===== src/hdl/pid_clamped_step_core_assert.svh =====
// Assertion macros for the PID step core.
// Used by the top level; expects i_clk and i_rst_n in scope.
`ifndef PID_CLAMPED_STEP_CORE_ASSERT_SVH
`define PID_CLAMPED_STEP_CORE_ASSERT_SVH

// Same-cycle implication, checked outside reset.
`define PCS_ASSERT_NOW(lbl, ante, cons, msg) \
    lbl: assert property (@(posedge i_clk) disable iff (!i_rst_n) (ante) |-> (cons)) \
        else $error(msg);

// Next-cycle implication, checked outside reset.
`define PCS_ASSERT_NEXT(lbl, ante, cons, msg) \
    lbl: assert property (@(posedge i_clk) disable iff (!i_rst_n) (ante) |=> (cons)) \
        else $error(msg);

`endif


===== src/hdl/pcs_pkg.sv =====
// Shared types, constants and microcode ROM for the PID step core.
// No dependencies.
`timescale 1ns / 1ps

package pcs_pkg;

    // Register map and reset values
    localparam int PADDR_W = 5;

    typedef enum logic [2:0] {
        REG_GAIN_P    = 3'd0,
        REG_GAIN_I    = 3'd1,
        REG_GAIN_D    = 3'd2,
        REG_TARGET    = 3'd3,
        REG_STEP_TIME = 3'd4
    } t_reg_idx;

    localparam logic [30:0] GAIN_P_RST    = 31'd78643;
    localparam logic [30:0] GAIN_I_RST    = 31'd26214;
    localparam logic [30:0] GAIN_D_RST    = 31'd3277;
    localparam logic [31:0] TARGET_RST    = 32'd1441792;
    localparam logic [30:0] STEP_TIME_RST = 31'd6554;

    // Arithmetic limits
    localparam logic [31:0] INTEG_CLAMP = 32'd6553600;
    localparam logic [16:0] DRIVE_MAX   = 17'h10000;
    localparam logic [31:0] Q_MAX       = 32'h7FFF_FFFF;
    localparam logic [31:0] Q_MIN       = 32'h8000_0000;

    // Divider: quotient bits produced one per cycle
    localparam int DIV_STEPS = 32;
    localparam int DIV_CNT_W = $clog2(DIV_STEPS);

    typedef enum logic [2:0] {
        DV_IDLE,
        DV_ABS,
        DV_CHK,
        DV_RUN,
        DV_FIX
    } t_div_state;

    // Microcode
    localparam int UC_STEP_W = 4;

    typedef enum logic [1:0] {
        MA_ERR,
        MA_INTEG,
        MA_DERIV
    } t_mul_a;

    typedef enum logic [1:0] {
        MB_DT,
        MB_KP,
        MB_KI,
        MB_KD
    } t_mul_b;

    typedef enum logic [2:0] {
        JC_NEVER,
        JC_ALWAYS,
        JC_NO_INPUT,
        JC_DT_ZERO,
        JC_DIV_BUSY,
        JC_OUT_BLOCKED
    } t_jcond;

    typedef struct packed {
        logic                 take;
        logic                 mul_en;
        t_mul_a               mul_a;
        t_mul_b               mul_b;
        logic                 integ_en;
        logic                 div_start;
        logic                 acc_en;
        logic                 acc_load;
        logic                 commit;
        logic                 zero_drive;
        t_jcond               jcond;
        logic [UC_STEP_W-1:0] jtarget;
    } t_ucw;

    typedef struct packed {
        logic no_input;
        logic dt_zero;
        logic div_busy;
        logic out_blocked;
    } t_ustat;

    localparam logic [UC_STEP_W-1:0] S_IDLE   = 4'd0;
    localparam logic [UC_STEP_W-1:0] S_START  = 4'd1;
    localparam logic [UC_STEP_W-1:0] S_INTEG  = 4'd2;
    localparam logic [UC_STEP_W-1:0] S_ACC_P  = 4'd3;
    localparam logic [UC_STEP_W-1:0] S_ACC_I  = 4'd4;
    localparam logic [UC_STEP_W-1:0] S_WAIT   = 4'd5;
    localparam logic [UC_STEP_W-1:0] S_MUL_D  = 4'd6;
    localparam logic [UC_STEP_W-1:0] S_ACC_D  = 4'd7;
    localparam logic [UC_STEP_W-1:0] S_COMMIT = 4'd8;
    localparam logic [UC_STEP_W-1:0] S_RET    = 4'd9;
    localparam logic [UC_STEP_W-1:0] S_ZERO   = 4'd10;
    localparam logic [UC_STEP_W-1:0] S_ZRET   = 4'd11;

    function automatic t_ucw ucode_rom(input logic [UC_STEP_W-1:0] step);
        t_ucw w;
        w = '0;
        w.jcond = JC_NEVER;
        unique case (step)
            S_IDLE: begin
                w.take    = 1'b1;
                w.jcond   = JC_NO_INPUT;
                w.jtarget = S_IDLE;
            end
            S_START: begin
                w.mul_en    = 1'b1;
                w.mul_a     = MA_ERR;
                w.mul_b     = MB_DT;
                w.div_start = 1'b1;
                w.jcond     = JC_DT_ZERO;
                w.jtarget   = S_ZERO;
            end
            S_INTEG: begin
                w.integ_en = 1'b1;
                w.mul_en   = 1'b1;
                w.mul_a    = MA_ERR;
                w.mul_b    = MB_KP;
            end
            S_ACC_P: begin
                w.acc_en   = 1'b1;
                w.acc_load = 1'b1;
                w.mul_en   = 1'b1;
                w.mul_a    = MA_INTEG;
                w.mul_b    = MB_KI;
            end
            S_ACC_I: begin
                w.acc_en = 1'b1;
            end
            S_WAIT: begin
                w.jcond   = JC_DIV_BUSY;
                w.jtarget = S_WAIT;
            end
            S_MUL_D: begin
                w.mul_en = 1'b1;
                w.mul_a  = MA_DERIV;
                w.mul_b  = MB_KD;
            end
            S_ACC_D: begin
                w.acc_en = 1'b1;
            end
            S_COMMIT: begin
                w.commit  = 1'b1;
                w.jcond   = JC_OUT_BLOCKED;
                w.jtarget = S_COMMIT;
            end
            S_ZERO: begin
                w.commit     = 1'b1;
                w.zero_drive = 1'b1;
                w.jcond      = JC_OUT_BLOCKED;
                w.jtarget    = S_ZERO;
            end
            S_RET, S_ZRET: begin
                w.jcond   = JC_ALWAYS;
                w.jtarget = S_IDLE;
            end
            default: begin
                w.jcond   = JC_ALWAYS;
                w.jtarget = S_IDLE;
            end
        endcase
        return w;
    endfunction

endpackage


===== src/hdl/pcs_useq.sv =====
// Microcode sequencer: step counter, control ROM lookup, conditional jumps.
// Depends on pcs_pkg.
`timescale 1ns / 1ps

module pcs_useq (
    input  logic            i_clk,
    input  logic            i_rst_n,
    input  pcs_pkg::t_ustat i_stat,
    output pcs_pkg::t_ucw   o_ucw
);

    logic [pcs_pkg::UC_STEP_W-1:0] r_step;
    logic [pcs_pkg::UC_STEP_W-1:0] n_step;
    logic                          jump;

    assign o_ucw = pcs_pkg::ucode_rom(r_step);

    always_comb begin
        unique case (o_ucw.jcond)
            pcs_pkg::JC_NEVER:       jump = 1'b0;
            pcs_pkg::JC_ALWAYS:      jump = 1'b1;
            pcs_pkg::JC_NO_INPUT:    jump = i_stat.no_input;
            pcs_pkg::JC_DT_ZERO:     jump = i_stat.dt_zero;
            pcs_pkg::JC_DIV_BUSY:    jump = i_stat.div_busy;
            pcs_pkg::JC_OUT_BLOCKED: jump = i_stat.out_blocked;
            default:                 jump = 1'b1;
        endcase
        n_step = jump ? o_ucw.jtarget : r_step + 1'b1;
    end

    always_ff @(posedge i_clk) begin
        if (!i_rst_n) begin
            r_step <= pcs_pkg::S_IDLE;
        end else begin
            r_step <= n_step;
        end
    end

endmodule


===== config.mk =====
export PLATFORM = sky130hd
export DESIGN_NAME = pcs_useq
export DESIGN_NICKNAME = d
export VERILOG_FILES = /design/src/hdl/pid_clamped_step_core_assert.svh /design/src/hdl/pcs_pkg.sv /design/src/hdl/pcs_useq.sv
export SDC_FILE = /design/constraint.sdc
export NUM_CORES = 1
export LEC_CHECK = 0
export ABC_AREA = 1
export ABC_CLOCK_PERIOD_IN_PS = 1900
export BUFFER_PORTS_ARGS = -buffer_cell sky130_fd_sc_hd__buf_2
export CORE_AREA = 2 2 39 41
export DETAILED_ROUTE_END_ITERATION = 10
export DIE_AREA = 0 0 41 43
export PLACE_DENSITY_LB_ADDON = 0.1
export SYNTH_ARGS = -nofsm -noshare
export SYNTH_HDL_FRONTEND = slang
export SYNTH_SLANG_ARGS = --single-unit
export TNS_END_PERCENT = 30

===== constraint.sdc =====
create_clock -name i_clk -period 1.9 [get_ports i_clk]
set_clock_uncertainty 0.05 [all_clocks]
set_input_delay 0.285 -clock i_clk [delete_from_list [all_inputs] [get_ports i_clk]]
set_output_delay 0.285 -clock i_clk [all_outputs]
set_load 0.02 [all_outputs]

; ---- Yosys cells after proc, flatten, opt, wreduce, memory -nomap -nowiden
; Cells that the tools add are included.
[classes]
add_sub_neg = 1
n_reduce_logical = 5
mux = 11
n_eq_ne = 13
[ops]
columns = cell, count
row1 = $pmux 7 s6, 1
row2 = $pmux 5 s4, 1
row3 = $eq 4x3->1 const B, 4
row4 = $eq 4x2->1 const B, 2
row5 = $eq 4x4->1 const B, 2
row6 = $mux 1, 7
row7 = $eq 3x2->1 const B, 2
row8 = $eq 3x3->1 const B, 2
row9 = $pmux 1 s5, 1
row10 = $reduce_or 5->1, 1
row11 = $add 4x1->4 const B, 1
row12 = $eq 4x1->1 const B, 1
row13 = $logic_not 4->1, 1
row14 = $mux 4, 1
row15 = $logic_not 3->1, 1
row16 = $reduce_or 3->1, 1
row17 = $reduce_or 2->1, 1
[word_totals]
ff_bits = 4
out_inout_bits = 19
inputBits = 6

; ---- Logic depth before layout (Yosys ltp)
[depth]
word_depth = 6
ltp_mapped = 14
depth_no_buf = 14

; ---- Worst setup path before layout
; OpenSTA, ideal clock, no wires.
[synth_path]
path_type = reg2reg
start = register r_step[0] (netlist name)
end = register r_step[3] (netlist name)
arrival_ns = 1.600
slack_ns = 0.136
required_ns = 1.736
path_stages_with_launch = 13
setup_ns = 0.114
period_less_slack_ns = 1.764
path_cell_list = dfxtp_1 > inv_1 > ha_1 > inv_1 > nand2_1 > nand2_2 > nand3_1 > o21ai_2 > nand2_2 > nand2_2 > nand2_1 > nand2_1 > nor2_2
[synth_rtl]
columns = item, line
row1 = from (decl), pcs_useq.sv:12  ; logic [pcs_pkg::UC_STEP_W-1:0] r_step;
row2 = from (signal assigned), pcs_useq.sv:33  ; r_step <= pcs_pkg::S_IDLE;
row3 = from (signal assigned), pcs_useq.sv:35  ; r_step <= n_step;

==> flow_summary.ini <==
[synth]
syn_area_um2 = 500
ys_warn_count = 0
ys_ff_latch = 4
synthTopCellsByArea = dfxtp_1 (16%), nand2_1 (14%), inv_1 (13%), ha_1 (10%), nor2_1 (7.5%)
synth_top_family_by_area = simple AND/OR/NAND/NOR gates
synth_seq_area_share_pct = 16.0
netlist.area_leader.share_pct = 16.0
synth-xor-area-share_pct = 3.50
synth_cell_types = 18
synth-simple-area-share_pct = 44.3
synth_mux_area_share_pct = 0
syn_nets = 95
synth_fa_ha_area_share_pct = 10.0
synth_area_leader_cell = dfxtp_1
syn_inst = 85
postSynthAreaPerCell_um2 = 5.89
synth_compound_area_share_pct = 6.75

[global_route]
top_usage_layer = met2
overflow = 0
grt_antenna_before_repair = 0
grt_pass1_vias = 443
grt_pass1_wl_um = 1680
globalRouteMet2Util_pct = 21.6
grt.total_usage_pct = 14.2
grt_max_degree = 9
met1_usage_pct = 17.6
use_met3_pct = 3.14

[power]
combPwrFrac_pct = 80.1
power_density_nw_per_um2 = 1840
power_switching_uw = 718
internal_power_uw = 575
p_leak_nw = 0.438
ir_drop_mv = 0.759
pwr-share-clk_pct = 8.1
p_seq_share_pct = 11.8
switching_share_pct = 55.6

[worst_hold_path]
min_path_cells = 3
hp-class = in2reg

[timing]
tns_ns = 0
rsz0062_at_grt = false
drv_slew = 0
max_slew_margin_pct = 77.1
tightest_slew_ns = 0.344
fmax_ghz = 0.557
fin_crit_sh_pct = 94.5
hold_violations = 0
final.min_clock_period_ns = 1.80
setup_viol = 0

[cts]
htree_levels = 1
clockRootBuffer = clkbuf_4
cts_tree = done
clockBufferDepth = 2
clkSlewWorstSetupHoldPaths_ns = 0.04
numCtsBuffers = 3
clk_latency_ns = 0.24
cts_sinks = 4
postCtsHoldBufs = 0

[setup_path]
cp_slowest_cell = dfxtp_4
cp.required_ns = 1.56
worst-r2r-cell-count = 11
path_class = reg2out
cp.arrival_ns = 1.46
crit_path_cell_trace = inv_4 -> ha_4 -> inv_1 -> nand2_1 -> nand2_2 -> nand3_2 -> o21ai_2 -> buf_6
startpoint_type = flip-flop
cp_slowest_stage_delay_ns = 0.36
endpoint_kind = output port
crit_fanout = 4

[cells_and_area]
post-route-util_pct = 50.7
num_antenna_cells = 0
areaGrowthSynthToFinish_pct = 40.2
drive_gt1_share_pct = 49.1
final_cell_mix = buf_2 (23), nand2_1 (18), inv_1 (14), nor2_1 (10), inv_2 (6)
largest_reg_flops = 4
layout_commonest_cell = buf_2
fin_nets = 124
regMostFlops = r_step
reg_top3 = r_step (4)

[detailed_routing]
drc_errors = 0
finalWirelength_um = 1130
vias = 557
drt_iter0_drc = 1
avgViaCountPerCell = 4.35
dr.pass1.iters = 4
wl_per_cell_um = 8.84
antenna_left = 0

[die]
pin_count = 25
initial_core_util_pct = 36.2
die_x_um = 41
die_h_um = 43
die_area_um2 = 1760
row_count = 14
core_area_um2 = 1380

[job]
cap_violations = 0

[place]
io_buffers = 24
place.gp.congestion = 0.702
dp_hpwl_um = 972

[status]
status = finished clean
-- logic make-up after synthesis --
logic type | count (synthesis)
flip-flops | 4
AO/OA/AOI/OAI | 6
AND/OR/NAND/NOR | 46
buffers and inverters | 23
XOR/XNOR | 2
adder cells (fa/ha/maj) | 4
-- synthesized netlist by cell type, drive strengths merged --
cell type	number
dfxtp	4
xor2	2
a21oi	3
ha	4
nand2	22
inv	21
o21ai	3
nand3b	1
nand3	6
nor2	17
buf	2
-- through the flow --
stage / cell area (um2) / worst slack [ns] / instances / power, mW / hold slack [ns]
CTS: 663 / 0.0102 / 127 / 1.23 / 0.249
global route: 702 / 0.00272 / 128 / 1.43 / 0.265
detailed placement: 629 / 0.136 / 124 / 1.09 / 0.502
floorplan: 500 / 0.136 / 85 / 0.857 / 0.367
global placement: 629 / 0.173 / 124 / 1.09 / 0.499
finish: 702 / 0.105 / 128 / 1.29 / 0.253
-- worst max-delay path: cells and delay by family, from the launching register on --
family	cells	cell delay (ns)
adder cells (fa/ha/maj)	1	0.16
AND/OR/NAND/NOR	3	0.25
AO/OA/AOI/OAI	1	0.18
flip-flops	1	0.36
buffers and inverters	3	0.26
-- timing repair --
action                                  CTS  global route
pin swaps                                 1             3
endpoints found under the setup margin    2             3
setup buffers                             0             1
resized for setup                         5            10
-- power by group through the flow --
stage	clock [mW]	sequential, mW	combinational (mW)
floorplan	0	0.132	0.725
global route	0.123	0.156	1.15
global placement	0	0.142	0.946
finish	0.105	0.153	1.04
CTS	0.109	0.143	0.979
detailed placement	0	0.141	0.949
-- per-layer routing --
layer	vias to the layer above	part of all wire, %
li1	306	-
met1	233	44
met2	16	50
met3	2	4.2
met4	0	1.7
met5	-	0
-- final timing paths --
kind | start | to | slack (ns)
max reg2reg | r_step[1] | r_step[3] | 0.27
max | r_step[0] | o_ucw[4] | 0.10
min reg2reg | r_step[0] | r_step[0] | 0.53
min | i_rst_n | r_step[0] | 0.25
-- final cells by class --
cell class | count | area, um2
fillers | 159 | 682
multi-input cells | 58 | 352
repair buffers | 26 | 141
flip-flops and latches | 4 | 85.1
inverters | 21 | 81.3
clock buffers | 3 | 22.5
well taps | 16 | 20.0
Power figures use the tool's default switching activity.
