### src/hdl/pid_clamped_step_core_assert.svh
// Assertion macros for the PID step core.
// Used by the top level; expects i_clk and i_rst_n in scope.
`ifndef PID_CLAMPED_STEP_CORE_ASSERT_SVH
`define PID_CLAMPED_STEP_CORE_ASSERT_SVH

// Same-cycle implication, checked outside reset.
`define PCS_ASSERT_NOW(lbl, ante, cons, msg) \
    lbl: assert property (@(posedge i_clk) disable iff (!i_rst_n) (ante) |-> (cons)) \
        else $error(msg);

// Next-cycle implication, checked outside reset.
`define PCS_ASSERT_NEXT(lbl, ante, cons, msg) \
    lbl: assert property (@(posedge i_clk) disable iff (!i_rst_n) (ante) |=> (cons)) \
        else $error(msg);

`endif

### src/hdl/pcs_pkg.sv
// Shared types, constants and microcode ROM for the PID step core.
// No dependencies.
`timescale 1ns / 1ps

package pcs_pkg;

    // Register map and reset values
    localparam int PADDR_W = 5;

    typedef enum logic [2:0] {
        REG_GAIN_P    = 3'd0,
        REG_GAIN_I    = 3'd1,
        REG_GAIN_D    = 3'd2,
        REG_TARGET    = 3'd3,
        REG_STEP_TIME = 3'd4
    } t_reg_idx;

    localparam logic [30:0] GAIN_P_RST    = 31'd78643;
    localparam logic [30:0] GAIN_I_RST    = 31'd26214;
    localparam logic [30:0] GAIN_D_RST    = 31'd3277;
    localparam logic [31:0] TARGET_RST    = 32'd1441792;
    localparam logic [30:0] STEP_TIME_RST = 31'd6554;

    // Arithmetic limits
    localparam logic [31:0] INTEG_CLAMP = 32'd6553600;
    localparam logic [16:0] DRIVE_MAX   = 17'h10000;
    localparam logic [31:0] Q_MAX       = 32'h7FFF_FFFF;
    localparam logic [31:0] Q_MIN       = 32'h8000_0000;

    // Divider: quotient bits produced one per cycle
    localparam int DIV_STEPS = 32;
    localparam int DIV_CNT_W = $clog2(DIV_STEPS);

    typedef enum logic [2:0] {
        DV_IDLE,
        DV_ABS,
        DV_CHK,
        DV_RUN,
        DV_FIX
    } t_div_state;

    // Microcode
    localparam int UC_STEP_W = 4;

    typedef enum logic [1:0] {
        MA_ERR,
        MA_INTEG,
        MA_DERIV
    } t_mul_a;

    typedef enum logic [1:0] {
        MB_DT,
        MB_KP,
        MB_KI,
        MB_KD
    } t_mul_b;

    typedef enum logic [2:0] {
        JC_NEVER,
        JC_ALWAYS,
        JC_NO_INPUT,
        JC_DT_ZERO,
        JC_DIV_BUSY,
        JC_OUT_BLOCKED
    } t_jcond;

    typedef struct packed {
        logic                 take;
        logic                 mul_en;
        t_mul_a               mul_a;
        t_mul_b               mul_b;
        logic                 integ_en;
        logic                 div_start;
        logic                 acc_en;
        logic                 acc_load;
        logic                 commit;
        logic                 zero_drive;
        t_jcond               jcond;
        logic [UC_STEP_W-1:0] jtarget;
    } t_ucw;

    typedef struct packed {
        logic no_input;
        logic dt_zero;
        logic div_busy;
        logic out_blocked;
    } t_ustat;

    localparam logic [UC_STEP_W-1:0] S_IDLE   = 4'd0;
    localparam logic [UC_STEP_W-1:0] S_START  = 4'd1;
    localparam logic [UC_STEP_W-1:0] S_INTEG  = 4'd2;
    localparam logic [UC_STEP_W-1:0] S_ACC_P  = 4'd3;
    localparam logic [UC_STEP_W-1:0] S_ACC_I  = 4'd4;
    localparam logic [UC_STEP_W-1:0] S_WAIT   = 4'd5;
    localparam logic [UC_STEP_W-1:0] S_MUL_D  = 4'd6;
    localparam logic [UC_STEP_W-1:0] S_ACC_D  = 4'd7;
    localparam logic [UC_STEP_W-1:0] S_COMMIT = 4'd8;
    localparam logic [UC_STEP_W-1:0] S_RET    = 4'd9;
    localparam logic [UC_STEP_W-1:0] S_ZERO   = 4'd10;
    localparam logic [UC_STEP_W-1:0] S_ZRET   = 4'd11;

    function automatic t_ucw ucode_rom(input logic [UC_STEP_W-1:0] step);
        t_ucw w;
        w = '0;
        w.jcond = JC_NEVER;
        unique case (step)
            S_IDLE: begin
                w.take    = 1'b1;
                w.jcond   = JC_NO_INPUT;
                w.jtarget = S_IDLE;
            end
            S_START: begin
                w.mul_en    = 1'b1;
                w.mul_a     = MA_ERR;
                w.mul_b     = MB_DT;
                w.div_start = 1'b1;
                w.jcond     = JC_DT_ZERO;
                w.jtarget   = S_ZERO;
            end
            S_INTEG: begin
                w.integ_en = 1'b1;
                w.mul_en   = 1'b1;
                w.mul_a    = MA_ERR;
                w.mul_b    = MB_KP;
            end
            S_ACC_P: begin
                w.acc_en   = 1'b1;
                w.acc_load = 1'b1;
                w.mul_en   = 1'b1;
                w.mul_a    = MA_INTEG;
                w.mul_b    = MB_KI;
            end
            S_ACC_I: begin
                w.acc_en = 1'b1;
            end
            S_WAIT: begin
                w.jcond   = JC_DIV_BUSY;
                w.jtarget = S_WAIT;
            end
            S_MUL_D: begin
                w.mul_en = 1'b1;
                w.mul_a  = MA_DERIV;
                w.mul_b  = MB_KD;
            end
            S_ACC_D: begin
                w.acc_en = 1'b1;
            end
            S_COMMIT: begin
                w.commit  = 1'b1;
                w.jcond   = JC_OUT_BLOCKED;
                w.jtarget = S_COMMIT;
            end
            S_ZERO: begin
                w.commit     = 1'b1;
                w.zero_drive = 1'b1;
                w.jcond      = JC_OUT_BLOCKED;
                w.jtarget    = S_ZERO;
            end
            S_RET, S_ZRET: begin
                w.jcond   = JC_ALWAYS;
                w.jtarget = S_IDLE;
            end
            default: begin
                w.jcond   = JC_ALWAYS;
                w.jtarget = S_IDLE;
            end
        endcase
        return w;
    endfunction

endpackage

### src/hdl/pcs_div.sv
// Restoring divider for the derivative: (diff * 2^16) / step_time,
// truncated toward zero and saturated to 32 bits. Depends on pcs_pkg.
`timescale 1ns / 1ps

module pcs_div (
    input  logic               i_clk,
    input  logic               i_rst_n,
    input  logic               i_start,
    input  logic signed [32:0] i_diff,
    input  logic        [30:0] i_divisor,
    output logic               o_busy,
    output logic signed [31:0] o_quot
);

    pcs_pkg::t_div_state r_state;
    pcs_pkg::t_div_state n_state;

    logic signed [32:0]              r_diff;
    logic                            r_neg;
    logic [31:0]                     r_mag;
    logic [30:0]                     r_rem;
    logic [31:0]                     r_q;
    logic [pcs_pkg::DIV_CNT_W-1:0]   r_cnt;
    logic                            r_ovf;
    logic [31:0]                     r_quot;

    logic [31:0] rem_sh;
    logic [31:0] rem_sub;
    logic        rem_ge;
    logic [30:0] rem_hi;
    logic        hi_ovf;

    assign rem_sh  = {r_rem, r_q[31]};
    assign rem_ge  = rem_sh >= {1'b0, i_divisor};
    assign rem_sub = rem_sh - {1'b0, i_divisor};
    assign rem_hi  = {15'd0, r_mag[31:16]};
    // Quotient of 2^32 or more: saturates whatever the sign
    assign hi_ovf  = rem_hi >= i_divisor;

    // next state
    always_comb begin
        n_state = r_state;
        unique case (r_state)
            pcs_pkg::DV_IDLE: if (i_start) n_state = pcs_pkg::DV_ABS;
            pcs_pkg::DV_ABS:  n_state = pcs_pkg::DV_CHK;
            pcs_pkg::DV_CHK:  n_state = hi_ovf ? pcs_pkg::DV_FIX : pcs_pkg::DV_RUN;
            pcs_pkg::DV_RUN:  if (r_cnt == '0) n_state = pcs_pkg::DV_FIX;
            pcs_pkg::DV_FIX:  n_state = pcs_pkg::DV_IDLE;
            default:          n_state = pcs_pkg::DV_IDLE;
        endcase
    end

    // outputs
    always_comb begin
        o_busy = (r_state != pcs_pkg::DV_IDLE);
        o_quot = r_quot;
    end

    always_ff @(posedge i_clk) begin
        if (!i_rst_n) begin
            r_state <= pcs_pkg::DV_IDLE;
        end else begin
            r_state <= n_state;
        end
    end

    always_ff @(posedge i_clk) begin
        unique case (r_state)
            pcs_pkg::DV_IDLE: begin
                if (i_start) r_diff <= i_diff;
            end
            pcs_pkg::DV_ABS: begin
                r_neg <= r_diff[32];
                r_mag <= r_diff[32] ? 32'(-r_diff) : r_diff[31:0];
            end
            pcs_pkg::DV_CHK: begin
                r_rem <= rem_hi;
                r_q   <= {r_mag[15:0], 16'd0};
                r_ovf <= hi_ovf;
                r_cnt <= pcs_pkg::DIV_CNT_W'(pcs_pkg::DIV_STEPS - 1);
            end
            pcs_pkg::DV_RUN: begin
                r_rem <= rem_ge ? rem_sub[30:0] : rem_sh[30:0];
                r_q   <= {r_q[30:0], rem_ge};
                r_cnt <= r_cnt - 1'b1;
            end
            pcs_pkg::DV_FIX: begin
                if (r_ovf) begin
                    r_quot <= r_neg ? pcs_pkg::Q_MIN : pcs_pkg::Q_MAX;
                end else if (r_neg) begin
                    r_quot <= (r_q > pcs_pkg::Q_MIN) ? pcs_pkg::Q_MIN : -r_q;
                end else begin
                    r_quot <= r_q[31] ? pcs_pkg::Q_MAX : r_q;
                end
            end
            default: begin
            end
        endcase
    end

endmodule

### config.mk
export PLATFORM = sky130hd
export DESIGN_NAME = pcs_div
export DESIGN_NICKNAME = d
export VERILOG_FILES = /design/src/hdl/pid_clamped_step_core_assert.svh /design/src/hdl/pcs_pkg.sv /design/src/hdl/pcs_div.sv
export SDC_FILE = /design/constraint.sdc
export NUM_CORES = 1
export LEC_CHECK = 0
export BUFFER_PORTS_ARGS = -buffer_cell sky130_fd_sc_hd__buf_2
export CAP_MARGIN = 20
export CORE_UTILIZATION = 45
export DETAILED_ROUTE_END_ITERATION = 12
export PLACE_DENSITY_LB_ADDON = 0.05
export SYNTH_ARGS = -nofsm -noshare
export SYNTH_HDL_FRONTEND = slang
export SYNTH_SLANG_ARGS = --single-unit
### constraint.sdc
create_clock -name i_clk -period 4.2 [get_ports i_clk]
set_clock_uncertainty 0.05 [all_clocks]
set_input_delay 0.84 -clock i_clk [delete_from_list [all_inputs] [get_ports i_clk]]
set_output_delay 0.84 -clock i_clk [all_outputs]
set_load 0.02 [all_outputs]
# Word-level counts from Yosys, hierarchy flattened

Index checks and enable logic that the tools add are counted.

Flip-flop bits (word level): 170
Latch bits: 0
RAM bits: 0
Bits in read-only memories: 0
Input port bits: 67
Output and inout port bits: 33
Word-level logic and storage cells: 42
Memories: 0

$add $sub $neg: 4
Multipliers: 0
Div/mod/pow operators: 0
Magnitude comparators: 3
Equal/unequal tests: 6
Shift operators: 0
Muxes and demuxes: 14
Bitwise gates (word level): 0
Reduce and logical (&&, ||, !) cells: 6

Operator list:

| operator             | number |
|---|---|
| $mux 32              | 5 |
| $neg 32->32          | 2 |
| $pmux 32 s2          | 1 |
| $mux 31              | 2 |
| $pmux 31 s2          | 1 |
| $ge 32x31->1         | 1 |
| $gt 32x32->1 const B | 1 |
| $ge 16x31->1         | 1 |
| $sub 31x31->31       | 1 |
| $pmux 3 s4           | 1 |
| $pmux 5 s2           | 1 |
| $mux 3               | 3 |
| $eq 3x2->1 const B   | 2 |
| $logic_not 5->1      | 1 |
| $sub 5x1->5 const B  | 1 |
| $ne 2x2->1 const B   | 2 |
| $reduce_and 2->1     | 2 |
| $eq 3x1->1 const B   | 1 |
| $eq 3x3->1 const B   | 1 |
| $logic_not 3->1      | 1 |
| $reduce_bool 3->1    | 1 |
| $reduce_bool 2->1    | 1 |

# Longest topological paths before layout

Word-level depth: 4
Mapped depth: 14
Gate-level depth less buffers: 12

# Least setup slack after synthesis

Ideal clock, no wire load.

Path kind: input -> register
From: input i_divisor[4]
To: register r_rem[23] (data pin)
Library setup time: 266 ps
Arrival: 3361 ps
Data required time: 3884 ps
Setup slack: 523 ps
Stages on the path: 12
Cells stage by stage: inv_1 ha_1 a21o_1 a21oi_1 a21oi_1 o21ai_0 a31oi_1 o21ai_0 clkbuf_1 buf_1 mux2i_1 nor2_1

Longest elaborated chain between the ends: 3

RTL lines:

| item                                                  | line                         | source |
|---|---|---|
| from (decl)                                           | pcs_div.sv:10                | `input logic [30:0] i_divisor,` |
| $sub 31x31->31 / $ge 32x31->1 (equally long branches) | pcs_div.sv:35, pcs_div.sv:34 |  |
| $mux 31 (*)                                           | pcs_div.sv:83                | `r_rem <= rem_ge ? rem_sub[30:0] : rem_sh[30:0];` |
| $pmux 31 s2 (*)                                       | pcs_div.sv:68                | `unique case (r_state)` |
| to (signal assigned)                                  | pcs_div.sv:77                | `r_rem <= rem_hi;` |
| to (signal assigned)                                  | pcs_div.sv:83                |  |
| to (decl)                                             | pcs_div.sv:21                | `logic [30:0] r_rem;` |

Mark *: on every way between the ends. The rest lies on a longest branch, timed or not.
A chain may end at the register's enable or synchronous reset.

# Worst setup path in the final report

From: register r_q[1]
To: register r_quot[17] (netlist: o_quot[17]) (data pin)

Longest elaborated chain between the ends: 4

RTL lines:

| item                                               | line          | source |
|---|---|---|
| from (decl)                                        | pcs_div.sv:22 | `logic [31:0] r_q;` |
| from (signal assigned)                             | pcs_div.sv:78 | `r_q <= {r_mag[15:0], 16'd0};` |
| from (signal assigned)                             | pcs_div.sv:84 | `r_q <= {r_q[30:0], rem_ge};` |
| $neg 32->32 / $gt 32x32->1 (equally long branches) | pcs_div.sv:91 | `r_quot <= (r_q > pcs_pkg::Q_MIN) ? pcs_pkg::Q_MIN : -r_q;` |
| $mux 32 (*)                                        | pcs_div.sv:91 |  |
| $mux 32 (*)                                        | pcs_div.sv:90 | `end else if (r_neg) begin` |
| $mux 32 (*)                                        | pcs_div.sv:88 | `if (r_ovf) begin` |
| to (signal assigned)                               | pcs_div.sv:89 | `r_quot <= r_neg ? pcs_pkg::Q_MIN : pcs_pkg::Q_MAX;` |
| to (signal assigned)                               | pcs_div.sv:91 |  |
| to (signal assigned)                               | pcs_div.sv:93 | `r_quot <= r_q[31] ? pcs_pkg::Q_MAX : r_q;` |
| to (decl)                                          | pcs_div.sv:25 | `logic [31:0] r_quot;` |

Marks and branches as above.

==> flow_summary.json <==
{
  "synth-seq-cells": 170,
  "antennaDiodeCount": 0,
  "rows": 53,
  "synth.avg_cell_area_um2": 10.3,
  "finalCriticalPeriod_ns": 3.86,
  "synthTopCellsByArea": "edfxtp_1 (51%), ha_1 (6.3%), nand2_1 (4.5%)",
  "die_area_mm2": 0.0226,
  "syn2layout_area_growth_pct": 14.5,
  "powerDensity_mw_per_mm2": 397,
  "clock_tree.root_cell": "clkbuf_16",
  "vias": 7343,
  "synth-edff-count": 167,
  "netlist_instances": 963,
  "worstSetupPathType": "reg2reg",
  "layout-drive-gt1-share": 0.162,
  "rsz0062_at_grt": "false",
  "num_io_pins": 100,
  "post-route-util": 0.532,
  "synth_cell_types": 60,
  "seqPwrFrac": 0.474,
  "gp_congestion": 0.848,
  "synth_area_mm2": 0.00989,
  "cp_top_family": "simple AND/OR/NAND/NOR gates",
  "drc": 0,
  "antenna_found_initial": 0,
  "max_stage_delay_ns": 0.51,
  "grt_pass1_wl_um": 34900,
  "holdWs_ns": 0.431,
  "tns_ns": 0,
  "initial_utilization": 0.464,
  "critPathMaxFanout": 8,
  "rrSetupSlack_ns": 0.34,
  "wl_um": 21100,
  "yosysTopAreaCell": "edfxtp_1",
  "path_clk_slew_ns": 0.07,
  "clk_latency_ns": 0.43,
  "grt_pass1_vias": 7038,
  "p_comb_frac": 0.173,
  "drtPass1Iterations": 5,
  "cp-end-kind": "flip-flop",
  "vias_per_cell": 5.48,
  "p_leak_uw": 0.00438,
  "synth_top_area_share": 0.507,
  "hpwl_um": 15500,
  "slew_headroom": 0.403,
  "min_from": "r_diff[0]$_DFFE_PP_",
  "cts_tree": "done",
  "maxCapViolations": 0,
  "n_fill_cell": 1922,
  "mostFrequentLayoutCells": "edfxtp_1 (167), nand2_1 (118), buf_2 (99), nor2_1 (83), a21oi_1 (61)",
  "layout_commonest_cell": "edfxtp_1",
  "port_buffers": 99,
  "grt_usage": 0.200,
  "reg2reg_from": "r_q[1]$_SDFFCE_PN0P_",
  "die_h_um": 150,
  "grt_max_degree": 49,
  "route.detailed.wl_per_inst_um": 15.8,
  "drt_iter0_drc": 454,
  "yosysSeqAreaShare": 0.513,
  "synth_nets": 1081,
  "hold_end": "r_mag[0]$_DFFE_PN_",
  "clkSinkCount": 170,
  "status": "complete, no violations",
  "ctsLongestPathBuffers": 2,
  "rr_worst_depth": 10,
  "crit_chain": "inv_1, ha_1, or3b_2, nand4b_1, or4_1, or3_1, o31ai_2, nand3b_1, buf_4, o311ai_0",
  "path_buf_inv": 2,
  "cpMaxStageDelayCell": "or3b_2",
  "swShare": 0.288,
  "finalSetupViolCount": 0,
  "ant_nets": 0,
  "die_x_um": 150,
  "ys_async_sr_fraction": 0,
  "timing.final.crit_share": 0.920,
  "holdPathStages": 0,
  "finalMaxSlewViolations": 0,
  "power_uw": 4500,
  "clockPowerShare": 0.353,
  "fin_nets": 1170,
  "ys.flop_type": "edfxtp_1",
  "p_int_uw": 3200,
  "ir_drop_uv": 315,
  "start_kind": "flip-flop",
  "worst_slack_ns": 0.338,
  "synth_warnings": 0,
  "core_area_mm2": 0.0213,
  "holdCritPathClass": "reg2reg",
  "post_cts_resized": 0,
  "worstPathRequired_ns": 4.35,
  "cts_setup_buffers": 0,
  "clock.fmax_ghz": 0.259,
  "hold_viol": 0,
  "r2r-end": "o_quot[17]$_DFFE_PN_",
  "cp.arrival_ns": 4.01,
  "holdBufCountCts": 0,
  "htreeDepth": 4,
  "dp_slack_ns": 0.108,
  "path_depth": 10,
  "worst_pin_slew_ns": 0.896,
  "overflow": 0,
  "cts_inserted_buffers": 17,
  "p_switching_uw": 1300
}
## state kept, by name (all words and copies together), names as in the netlist
register	cells
o_quot	32
r_neg	1
r_mag	32
r_diff	33
r_state	3
r_q	32
r_ovf	1
r_rem	31
r_cnt	5
## power groups by stage
stage | clock (µW) | sequential (µW) | combinational, µW
after floorplan | 0 | 2130 | 592
after global placement | 0 | 2170 | 776
after detailed placement | 0 | 2170 | 777
after CTS | 1620 | 2130 | 783
after global routing | 1690 | 2150 | 884
final | 1590 | 2130 | 777
## cell usage after synthesis, drive strengths merged (14+ instances only)
| cell type | n |
|---|---|
| and3 | 18 |
| ha | 50 |
| o22ai | 16 |
| xnor2 | 44 |
| inv | 46 |
| a21oi | 61 |
| nor3 | 20 |
| o21ai | 55 |
| nor2 | 84 |
| o31ai | 18 |
| nand2 | 119 |
| clkbuf | 44 |
| a31oi | 14 |
| edfxtp | 167 |
| nor3b | 14 |
## cell type report
class                      instances  area, µm²  share of cell area
clock inverter                    15        178              0.0157
sequential                       170       5070               0.448
tap                              275        344              0.0304
timing repair buffer             119        646              0.0570
multi-input combinational        698       4480               0.396
clock buffer                      17        425              0.0376
inverter                          46        173              0.0152
## how the worst max path moves through the flow
| stage | endpoint | startpoint |
|---|---|---|
| 6_report | o_quot[17]$_DFFE_PN_ | r_q[1]$_SDFFCE_PN0P_ |
| 3_3_place_gp | r_rem[14]$_DFFE_PP_ | i_divisor[2] |
| 4_1_cts | o_quot[18]$_DFFE_PN_ | r_q[1]$_SDFFCE_PN0P_ |
| 2_1_floorplan | r_rem[23]$_SDFFCE_PN0P_ | i_divisor[4] |
| 3_5_place_dp | r_rem[14]$_DFFE_PP_ | i_divisor[2] |
| 5_1_grt | o_quot[17]$_DFFE_PN_ | r_q[1]$_SDFFCE_PN0P_ |
## metrics by stage
step / instance area (µm²) / instances
finish: 11300 / 1340
global route: 11300 / 1340
CTS: 11300 / 1340
detailed placement: 10700 / 1308
global placement: 10700 / 1308
floorplan: 9890 / 963
## routing by layer
metal | global-route usage | routed length [µm] | share of wire
met4 | 0.0626 | 296 | 0.014
met5 | 0 | 0 | 0
met2 | 0.323 | 9810 | 0.46
met3 | 0.0352 | 824 | 0.039
met1 | 0.274 | 10200 | 0.48
## logic make-up (layout without fill, tap and decap cells)
group,after synthesis,in the layout,synth area share
adder cells (fa/ha/maj),51,51,0.0653
flip-flops,170,170,0.513
XOR/XNOR,57,57,0.0505
buffers and inverters,95,197,0.0371
multiplexers,10,10,0.0101
AND/OR/NAND/NOR,351,351,0.176
AO/OA/AOI/OAI,229,229,0.147
Note: power is estimated with default switching activity, not from simulation.
